===== src/hdl/gclsp_pkg.sv =====
// ============================================================================
// gclsp_pkg: shared types and constants for the glyph cache
// Entry layout, cell control word, status codes and the shelf packer step.
// ============================================================================
`timescale 1ns / 1ps
`default_nettype none

package gclsp_pkg;

    localparam int KEY_W   = 21;
    localparam int CRD_W   = 12;
    localparam int SHELF_W = CRD_W + 1;
    localparam int SUM_W   = CRD_W + 2;

    localparam logic [2:0] ST_HIT      = 3'd0;
    localparam logic [2:0] ST_INSERTED = 3'd1;
    localparam logic [2:0] ST_RESET    = 3'd2;
    localparam logic [2:0] ST_UNAVAIL  = 3'd3;
    localparam logic [2:0] ST_TOO_BIG  = 3'd4;

    localparam logic [1:0] CFG_MAX_ENTRIES = 2'd0;
    localparam logic [1:0] CFG_ATLAS_W     = 2'd1;
    localparam logic [1:0] CFG_ATLAS_H     = 2'd2;

    typedef struct packed {
        logic             valid;
        logic [KEY_W-1:0] key;
        logic [CRD_W-1:0] x;
        logic [CRD_W-1:0] y;
        logic [CRD_W-1:0] w;
        logic [CRD_W-1:0] h;
    } t_entry;

    typedef enum logic [2:0] {
        OP_NOP,
        OP_MATCH,
        OP_HIT_MOVE,
        OP_TRIM,
        OP_CLEAR,
        OP_INSERT
    } t_op;

    typedef struct packed {
        logic             ok;
        logic [CRD_W-1:0] x;
        logic [CRD_W-1:0] y;
        logic [SHELF_W-1:0] sx;
        logic [SHELF_W-1:0] sy;
        logic [SHELF_W-1:0] sh;
    } t_pack;

    // One shelf packing attempt; w and h already include the padding pixel.
    function automatic t_pack shelf_pack(
        input logic [SHELF_W-1:0] sx,
        input logic [SHELF_W-1:0] sy,
        input logic [SHELF_W-1:0] sh,
        input logic [SHELF_W-1:0] w,
        input logic [SHELF_W-1:0] h,
        input logic [CRD_W-1:0]   aw,
        input logic [CRD_W-1:0]   ah
    );
        t_pack            r;
        logic [SUM_W-1:0] nsx;
        logic [SUM_W-1:0] nsy;
        logic [SUM_W-1:0] nsh;
        r   = '0;
        r.ok = 1'b1;
        nsx = SUM_W'(sx);
        nsy = SUM_W'(sy);
        nsh = SUM_W'(sh);
        if (nsx + SUM_W'(w) > SUM_W'(aw)) begin
            nsx = SUM_W'(1);
            nsy = nsy + nsh + SUM_W'(1);
            nsh = '0;
            if (SUM_W'(1) + SUM_W'(w) > SUM_W'(aw)) begin
                r.ok = 1'b0;
            end
        end
        if (r.ok && (nsy + SUM_W'(h) > SUM_W'(ah))) begin
            r.ok = 1'b0;
        end
        if (r.ok) begin
            r.x = CRD_W'(nsx);
            r.y = CRD_W'(nsy);
            nsx = nsx + SUM_W'(w);
            if (SUM_W'(h) > nsh) begin
                nsh = SUM_W'(h);
            end
        end
        r.sx = SHELF_W'(nsx);
        r.sy = SHELF_W'(nsy);
        r.sh = SHELF_W'(nsh);
        return r;
    endfunction

endpackage

`default_nettype wire


===== src/hdl/gclsp_cell.sv =====
// ============================================================================
// gclsp_cell: one entry of the recency-ordered chain
// Position in the chain is the recency rank; entries move one cell down
// when a newer entry is put in front of them.
// ============================================================================
`timescale 1ns / 1ps
`default_nettype none

module gclsp_cell import gclsp_pkg::*; #(
    parameter int IW  = 8,
    parameter int IDX = 0
) (
    input  wire logic             i_clk,
    input  wire logic             i_rst_n,
    input  wire t_op              i_op,
    input  wire logic [IW-1:0]    i_pos,
    input  wire logic [KEY_W-1:0] i_key,
    input  wire t_entry           i_prev,
    output      t_entry           o_entry,
    output      logic             o_match
);

    t_entry r_entry;
    logic   r_match;
    logic   w_load;

    always_comb begin
        w_load = (i_op == OP_INSERT) ||
                 ((i_op == OP_HIT_MOVE) && (IW'(IDX) <= i_pos));
    end

    always_ff @(posedge i_clk) begin
        if (!i_rst_n) begin
            r_entry.valid <= 1'b0;
            r_match       <= 1'b0;
        end else begin
            if (i_op == OP_MATCH) begin
                r_match <= r_entry.valid && (r_entry.key == i_key);
            end
            if (w_load) begin
                r_entry.valid <= i_prev.valid;
            end else if ((i_op == OP_CLEAR) ||
                         ((i_op == OP_TRIM) && (IW'(IDX) >= i_pos))) begin
                r_entry.valid <= 1'b0;
            end
        end
        if (w_load) begin
            r_entry.key <= i_prev.key;
            r_entry.x   <= i_prev.x;
            r_entry.y   <= i_prev.y;
            r_entry.w   <= i_prev.w;
            r_entry.h   <= i_prev.h;
        end
    end

    assign o_entry = r_entry;
    assign o_match = r_match;

endmodule

`default_nettype wire


===== config.mk =====
export PLATFORM = sky130hd
export DESIGN_NAME = gclsp_cell
export DESIGN_NICKNAME = d
export VERILOG_FILES = /design/src/hdl/gclsp_pkg.sv /design/src/hdl/gclsp_cell.sv
export SDC_FILE = /design/constraint.sdc
export NUM_CORES = 1
export LEC_CHECK = 0
export BUFFER_PORTS_ARGS = -buffer_cell sky130_fd_sc_hd__buf_2
export CAP_MARGIN = 0
export CORE_UTILIZATION = 43
export DETAILED_ROUTE_END_ITERATION = 10
export PLACE_DENSITY = 0.84
export SYNTH_ARGS = -nofsm -noshare
export SYNTH_HDL_FRONTEND = slang
export SYNTH_SLANG_ARGS = --single-unit
export TNS_END_PERCENT = 100

===== constraint.sdc =====
create_clock -name i_clk -period 8.3 [get_ports i_clk]
set_clock_uncertainty 0.05 [all_clocks]
set_input_delay 1.245 -clock i_clk [delete_from_list [all_inputs] [get_ports i_clk]]
set_output_delay 1.245 -clock i_clk [all_outputs]
set_load 0.02 [all_outputs]

== Word-level counts from Yosys, hierarchy flattened ==
Index checks and enable logic that the tools add are counted.
Word-level totals
  register bits: 71
  input bits: 104
  output and inout bits: 71
  logic and storage cells: 23
Operators by class
  magnitude comparators: 2
  equal/unequal tests: 6
  multiplexer cells: 2
  reduce and logical (&&, ||, !) cells: 6
Operator list (number)
  21-bit equality test: 1
  1-bit by 8-bit >= comparator with 1-bit output (first input constant): 1
  1-bit by 8-bit <= comparator with 1-bit output (first input constant): 1
  3-bit by 2-bit equality test with 1-bit output (second input constant): 2
  3-bit equality test (second input constant): 2
  3-bit by 1-bit equality test with 1-bit output (second input constant): 1
  1-bit logical AND: 3
  1-bit logical OR: 2
  1-bit two-way mux: 2
  2-bit nonzero test: 1

== Longest topological paths before layout ==
Gate-level depths: netlist (run 1).
  depth in word-level cells: 5
  depth in mapped cells: 4
  gate-level depth less buffers: 4

== Worst setup path before layout (run 1) ==
Ideal clock, no wire load.
  kind: input to register
  start point: input port i_op[2]
  end point: register r_entry (netlist bit o_entry[0]) (enable)
  setup time: 0.504 ns
  data arrival time: 4.358 ns
  required time: 7.746 ns
  slack: 3.388 ns
  cell stages on the path: 2
  buffers on the path: 0
  cell sequence: nand2_1 > o21ai_1
Between the ends
  word-level cells in the longest chain between the ends: 3
  elaborated cells between the ends (all ways): 4
  those cells by class: 2 x eq/ne; 2 x reduce/logical
Ends and longest elaborated chain
  start, declared: line gclsp_cell.sv:15  | input wire t_op i_op,
  3-bit by 2-bit equality test with 1-bit output: line gclsp_cell.sv:29  | ((i_op == OP_HIT_MOVE) && (IW'(IDX) <= i_pos));
  1-bit logical AND: line gclsp_cell.sv:29
  1-bit logical OR *: line gclsp_cell.sv:28  | w_load = (i_op == OP_INSERT) ||
  net w_load: line gclsp_cell.sv:25  | logic w_load;
  end, declared: line gclsp_cell.sv:23  | t_entry r_entry;
Mark *: on every way through the listed nets, which the timed path passes. The rest lies on a longest branch.
A chain may end at the register's enable or synchronous reset.

== Worst setup path after layout (run 1) ==
  start point: input port i_op[0]
  end point: register r_entry (netlist bit o_entry[22]) (enable)
The elaborated chain is that of the path after synthesis.

==> flow_summary.ini, run 1 <==
[status]
status = complete, no violations

[timing]
hold_slack_ps = 438
fin_crit_ps = 2520
rsz0062_at_grt = false
period_share_pct = 30.3
finalMaxSlewViolations = 0
setup_viol = 0
worst_slew_pin_slew_ps = 850
hold_viol = 0
fin_setup_tns_ps = 0
fmax_ghz = 0.397
slew_headroom_pct = 43.4

[floorplanning]
core_um2 = 5510
ios = 175
die_w_um = 77.6
die-area_um2 = 6020
initial_core_util_pct = 44.6
fp.dieH_um = 77.6
rows = 27

[setup_path]
timing_worst_setup_path_type = primary input to flop
rr_worst_depth = 4
cp_slowest_cell = buf_4
required_ps = 8200
worstPathMaxFanout = 69
crit_chain = buf_2 > nor2_1 > nand2_1 > o21ai_4 > buf_4
cp-end-kind = flop
r2r_slack_ps = 6870
worstPathArrival_ps = 2420
cpPeakStageDelay_ps = 670
startpoint_type = primary input

[power_and_ir_drop]
pwr-share-clk_pct = 39.9
total_leakage_power_nw = 1.60
p_comb_share_pct = 12.5
pwr-share-seq_pct = 47.6
p_switching_uw = 202
switching_share_pct = 22.0
powerDensity_nw_per_um2 = 247
ir_drop_mv = 0.147
p_int_uw = 717

[clock_tree]
worstSkewPairLatency_ps = 320
cts_root_buf = clkbuf_8
cts-htree-levels = 3
postCtsSetupBuffers = 0
clock_path_buffers = 2
clk_pin_slew_ps = 70
tritoncts = built
cts_resized = 0
ctsHoldBuffers = 0
cts_sinks = 71
cts_buffers = 9

[synthesis]
avgSynthCellArea_um2 = 21.2
synthesis.nets = 220
ys_ff_latch = 71
syn-cell-area_um2 = 2460
seq_area_frac_synth_pct = 86.0
netlist_instances = 116
yosysWarnings = 0
ys_types = 19

[detailed_routing]
drt-initial-drc-count = 94
drc = 0
wirelength_um = 5740
drt_pass1_iterations = 4
final_antenna_net_count = 0
wl_per_cell_um = 15.1
num_vias = 1769
vias_per_cell = 4.67

[final_layout]
final_nets = 406
most-common-layout-cells = buf_2, edfxtp_1, xor2_1
final_common_cell = buf_2
drive_gt1_share_pct = 62.9
antennaDiodeCount = 0
area_growth_pct = 51.2

[worst_hold_path]
hold_class = flop to flop
hold_depth = 2

[global_routing]
grtUsageTotal_pct = 19.4
antenna_found_initial = 0
first_global_vias = 1757
grt-ovfl-total = 0
grt_max_degree = 70
grt_pass1_wl_um = 8430

[job]
drv_cap = 0

[place]
place_hpwl_um = 4430
gp_congestion = 0.750
port_buffers = 174
sequential cells by signal (all words and copies together) (netlist names):
register,cells
o_match,1
o_entry,70
critical path: cells and delay by family:
kind / cells / cell delay (ps)
buf+inv: 2 / 800
simple gates: 2 / 250
compound gates: 1 / 70
per-stage QoR:
stage	instance area [um2]	power, mW	setup slack, ps	utilization, %	instances
after floorplan	2460	0.504	3390	-	116
after global placement	3440	0.557	5520	62.4	363
after detailed placement	3440	0.561	5440	62.4	363
after CTS	3710	0.929	5810	67.5	379
after global routing	3710	0.950	5700	67.5	379
final	3710	0.919	5780	67.5	379
cells in the mapped netlist:
| library cell | count | share of area, % |
|---|---|---|
| edfxtp_1 | 69 | 84 |
| xor2_1 | 16 | 5.7 |
| xnor2_1 | 5 | 1.8 |
| nand2_1 | 4 | 0.61 |
| nor4_1 | 3 | 0.76 |
| a311oi_1 | 2 | 0.71 |
| dfxtp_1 | 2 | 1.6 |
| nand3_1 | 2 | 0.41 |
| nand4_1 | 2 | 0.51 |
| o21ai_1 | 2 | 0.41 |
| nor2_1 | 1 | 0.15 |
| nor2b_1 | 1 | 0.25 |
| nor3_1 | 1 | 0.20 |
| nor4_4 | 1 | 0.87 |
| nor4bb_1 | 1 | 0.41 |
| o21ai_0 | 1 | 0.20 |
| o41ai_1 | 1 | 0.36 |
| or3b_1 | 1 | 0.36 |
| or4_1 | 1 | 0.31 |
metal layers:
layer	wire length [um]	up-vias	GRT usage [%]
met1	2030	831	20.5
met2	3070	99	34.1
li1	-	828	-
met3	517	11	7.18
met5	0	-	0
met4	110	0	9.25
layout make-up:
class,count,area (um2)
multi-input combinational,45,355
fill,402,1790
clock inverter,5,128
timing repair buffer,175,878
clock buffer,11,151
tap,72,90.1
sequential,71,2110
power groups by stage:
stage / clock [mW] / combinational, mW / sequential [mW]
CTS: 0.376 / 0.116 / 0.438
detailed placement: 0 / 0.115 / 0.445
finish: 0.367 / 0.115 / 0.437
global route: 0.388 / 0.122 / 0.440
floorplan: 0 / 0.0190 / 0.485
global placement: 0 / 0.113 / 0.444
logic make-up after synthesis:
| logic type | count (synthesis) | share of synthesized area (%) |
|---|---|---|
| xor+xnor | 21 | 7.49 |
| flops | 71 | 86.0 |
| compound gates | 6 | 1.68 |
| simple gates | 18 | 4.84 |
path summary, 6_finish.rpt:
kind | from | to
max reg2reg | o_entry[62] | o_match
min | o_match | o_match
max | i_op[0] | o_entry[22]
min reg2reg | o_match | o_match
Note: power is estimated with default switching activity, not from simulation.
==> run 2: changes to the inputs <==
Settings changed: CORE_UTILIZATION 43 to 36, PLACE_DENSITY 0.84 to 0.75.
Clock period 8.3 ns to 2 ns, I/O delays scaled along.
==> flow_summary.ini, run 2 (synthesis gave the netlist of run 1 again) <==
[status]
status = finished, violations left
violations = DRC

[detailed_routing]
vias_per_cell = 4.59
wirelength_um = 5610
drt-initial-drc-count = 68
drt_pass1_iterations = 9
drc = 6
wl_per_cell_um = 14.6
num_vias = 1761
final_antenna_net_count = 0

[setup_path]
startpoint_type = flop
crit_chain = xnor2_1 > nand3_1 > or4_1 > o21ai_1
cp-end-kind = flop
cpPeakStageDelay_ps = 500
cp_slowest_cell = or4_1
timing_worst_setup_path_type = flop to flop
required_ps = 2220
worstPathMaxFanout = 2
worstPathArrival_ps = 1660
path_buf_inv = 0
cp_top_family = simple AND/OR/NAND/NOR gates

[power_and_ir_drop]
pwr-share-seq_pct = 51.2
p_int_mw = 2.66
p_comb_share_pct = 13.5
power_mw = 3.53
pwr-share-clk_pct = 35.3
total_leakage_power_nw = 1.58
ir_drop_mv = 0.605
switching_share_pct = 24.7
powerDensity_nw_per_um2 = 962
p_switching_uw = 874

[clock_tree]
cts_sinks = 71
worstSkewPairLatency_ps = 340
ctsHoldBuffers = 0
cts_resized = 0
tritoncts = built
cts-htree-levels = 3
cts_root_buf = clkbuf_8
clock_path_buffers = 2
cts_buffers = 9
postCtsSetupBuffers = 0
clk_pin_slew_ps = 80

[place]
gp_congestion = 0.704
placed_area_um2 = 3450
port_buffers = 174
place_hpwl_um = 4360

[floorplanning]
initial_core_util_pct = 38.0
rows = 29
ios = 175
die-area_um2 = 7160
core_um2 = 6460
die_w_um = 84.6
fp.dieH_um = 84.6

[final_layout]
final_area_um2 = 3670
largest_register_ffs = 70
most-common-layout-cells = buf_2, edfxtp_1, xor2_1
area_growth_pct = 49.6
final_common_cell = buf_2
drive_gt1_share_pct = 62.9
antennaDiodeCount = 0
fillCellCount = 523
final_nets = 406

[timing]
hold_viol = 0
fin_crit_ps = 1440
slew_headroom_pct = 71.9
rsz0062_at_grt = false
worst_slew_pin_slew_ps = 418
period_share_pct = 71.9
finalMaxSlewViolations = 0
setup_viol = 0
fin_setup_tns_ps = 0
fmax_ghz = 0.695

[global_routing]
grt_pass1_wl_um = 8170
grtUsageTotal_pct = 15.8
grt_max_degree = 70
grt-ovfl-total = 0
antenna_found_initial = 3
first_global_vias = 1800

[job]
drv_cap = 0

[worst_hold_path]
hold_class = primary input to flop
run 2: cell count changes in the layout (fill, tap and decap cells not counted), moves of 2 or more:
| cell | before | now |
|---|---|---|
| bufinv_16 | 4 | 2 |
| clkbuf_8 | 11 | 9 |
| clkinv_2 | 0 | 2 |
| clkinv_4 | 0 | 2 |
run 2: stage by stage:
step	worst slack (ps)	std cells	util [%]	hold slack (ps)
final	561	384	56.9	79.7
after floorplan	15.7	116	-	349
after global routing	460	384	56.9	52.5
after global placement	509	368	53.5	398
after detailed placement	413	368	53.5	415
after CTS	518	384	56.9	63.6
run 2: power by group through the flow:
| stage | Clock [mW] | Combinational [mW] | Sequential [mW] |
|---|---|---|---|
| 2_1_floorplan | 0 | 0.0808 | 2.00 |
| 3_3_place_gp | 0 | 0.473 | 1.84 |
| 3_5_place_dp | 0 | 0.480 | 1.85 |
| 4_1_cts | 1.27 | 0.482 | 1.81 |
| 5_1_grt | 1.33 | 0.505 | 1.82 |
| 6_report | 1.25 | 0.476 | 1.81 |
run 2: routing by layer:
layer	wire, um	global-route usage (%)	vias to the layer above	share of wire (%)
met2	2910	27.9	111	52
met5	36	0	-	0.64
li1	-	-	825	-
met4	74	5.55	6	1.3
met3	737	10.6	14	13
met1	1850	14.4	805	33
run 2: area by class of cell:
cell class / count / area [um2] / share of cell area, %
clock buffers: 9 / 124 / 3.37
well taps: 77 / 96.3 / 2.62
repair buffers: 175 / 891 / 24.2
flip-flops and latches: 71 / 2110 / 57.5
multi-input cells: 45 / 355 / 9.67
clock inverters: 7 / 96.3 / 2.62
run 2: worst register-to-register path, cell delays in order, from the launching register on:
cell      delay, ps
edfxtp_1        410
xnor2_1         160
nand3_1         100
or4_1           500
o21ai_1         150
run 2: worst paths after layout:
check             slack, ps  cells after the start        start           to
setup / recovery        560                      4  o_entry[62]      o_match
hold / removal           80                      1   i_prev[37]  o_entry[37]
setup reg to reg        560                      4  o_entry[62]      o_match
hold reg to reg         420                      2      o_match      o_match
==> run 3: changes to the inputs <==
Clock period 2 ns to 1.25 ns, I/O delays scaled along.
==> flow_summary.ini, run 3 (synthesis gave the netlist of run 1 again) <==
[timing]
fin_crit_ps = 1350
hold_viol = 0
setup_slack_ps = -104
fin_setup_tns_ps = -135
worst_slew_pin_slew_ps = 307
finalMaxSlewViolations = 0
hold_slack_ps = 66.7
slew_headroom_pct = 79.4
period_share_pct = 108
fmax_ghz = 0.738
rsz0062_at_grt = true
setup_viol = 2

[setup_path]
cpPeakStageDelay_ps = 480
required_ps = 1470
path_buf_inv = 0
worstPathMaxFanout = 2
regToRegStartpoint = o_entry[62]
cp_top_family = simple AND/OR/NAND/NOR gates
cp_slowest_cell = or4_4
cp-end-kind = flop
reg2reg_to = o_match
critical_path.startpoint = o_entry[62]
cp.depth = 4
r2r_slack_ps = -100
worstPathArrival_ps = 1570
rr_worst_depth = 4
timing_worst_setup_path_type = flop to flop
startpoint_type = flop
crit_chain = xnor2_1 > nand3_1 > or4_4 > o21ai_1

[floorplanning]
die_w_um = 84.6
rows = 29
ios = 175
fp.dieH_um = 84.6
die-area_um2 = 7160
core_um2 = 6460
initial_core_util_pct = 38.0

[final_layout]
final_area_um2 = 4430
antennaDiodeCount = 0
drive_gt1_share_pct = 52.9
final_common_cell = buf_2
final_util_pct = 68.6
area_growth_pct = 80.4
largest_register_ffs = 70
final_nets = 482
most-common-layout-cells = buf_2, dlygate4sd3_1, edfxtp_1

[place]
placed_area_um2 = 3530
port_buffers = 174
place_hpwl_um = 4350
gp_congestion = 0.767

[power_and_ir_drop]
powerDensity_nw_per_um2 = 1290
ir_drop_mv = 0.943
total_leakage_power_nw = 1.90

[global_routing]
antenna_found_initial = 0
grt-ovfl-total = 0
use_met1_pct = 24.3
grtUsageTotal_pct = 21.4
grt_pass1_wl_um = 11200
grt_most_used_layer = met2
first_global_vias = 2239
grt_util_met3_pct = 7.67
grt_max_degree = 30
use_met2_pct = 37.3

[detailed_routing]
num_vias = 2105
final_antenna_net_count = 0
drc = 9
wirelength_um = 7450
wl_per_cell_um = 16.2
drt_pass1_iterations = 10
vias_per_cell = 4.59
drt-initial-drc-count = 84

[worst_hold_path]
hold_class = primary input to flop
hold_depth = 3
hold_start = i_rst_n
holdPathEnd = o_entry[69]

[status]
violations = DRC, setup timing
status = finished, violations left

[job]
drv_cap = 0

[clock_tree]
clk_pin_slew_ps = 80
worstSkewPairLatency_ps = 330
cts-htree-levels = 3
cts_root_buf = clkbuf_8
tritoncts = built
clock_path_buffers = 2
cts_sinks = 71
cts_buffers = 9
==> run 3: what timing repair did <==
action / 4_1_cts / 5_1_grt
endpoints found under the hold margin: 69 / 0
resized for setup: 1 / 2
pin swaps: 4 / 1
buffers inserted: 1 / 0
setup endpoints to repair: 1 / 2
hold buffers: 69 / 0
==> run 3: power breakdown <==
group	switching [mW]	internal [mW]
logic	0.532	0.465
clock network	0.900	0.925
registers	0.0762	2.83
total	1.51	4.22
==> run 3: layout make-up <==
type,instances,area [um2]
fill,440,2030
timing repair buffer,251,1650
clock buffer,9,124
sequential,71,2110
clock inverter,6,68.8
multi-input combinational,45,382
tap,77,96.3
==> run 3: through the flow <==
step / setup WS (ps) / instances / power [mW]
floorplan: -601 / 116 / 3.34
global placement: -148 / 374 / 3.73
detailed placement: -184 / 374 / 3.75
CTS: -134 / 459 / 5.72
global route: -203 / 459 / 5.96
finish: -104 / 459 / 5.73
==> run 3: worst reg2reg max path, cell delays in order, from the launching register on <==
cell and delay, ps:
edfxtp_1 410, xnor2_1 150, nand3_1 90, or4_4 480
o21ai_1 110
==> run 3: how the worst max path moves through the flow <==
| stage | endpoint |
|---|---|
| finish | o_match |
| global route | o_match |
| CTS | o_match |
| detailed placement | o_match |
| global placement | o_match |
| floorplan | o_entry[0] |
==> run 3: layer usage <==
| layer | vias up | routed length [um] |
|---|---|---|
| met5 | - | 0 |
| met4 | 0 | 159 |
| met3 | 17 | 659 |
| met2 | 140 | 3800 |
| met1 | 972 | 2830 |
| li1 | 976 | - |
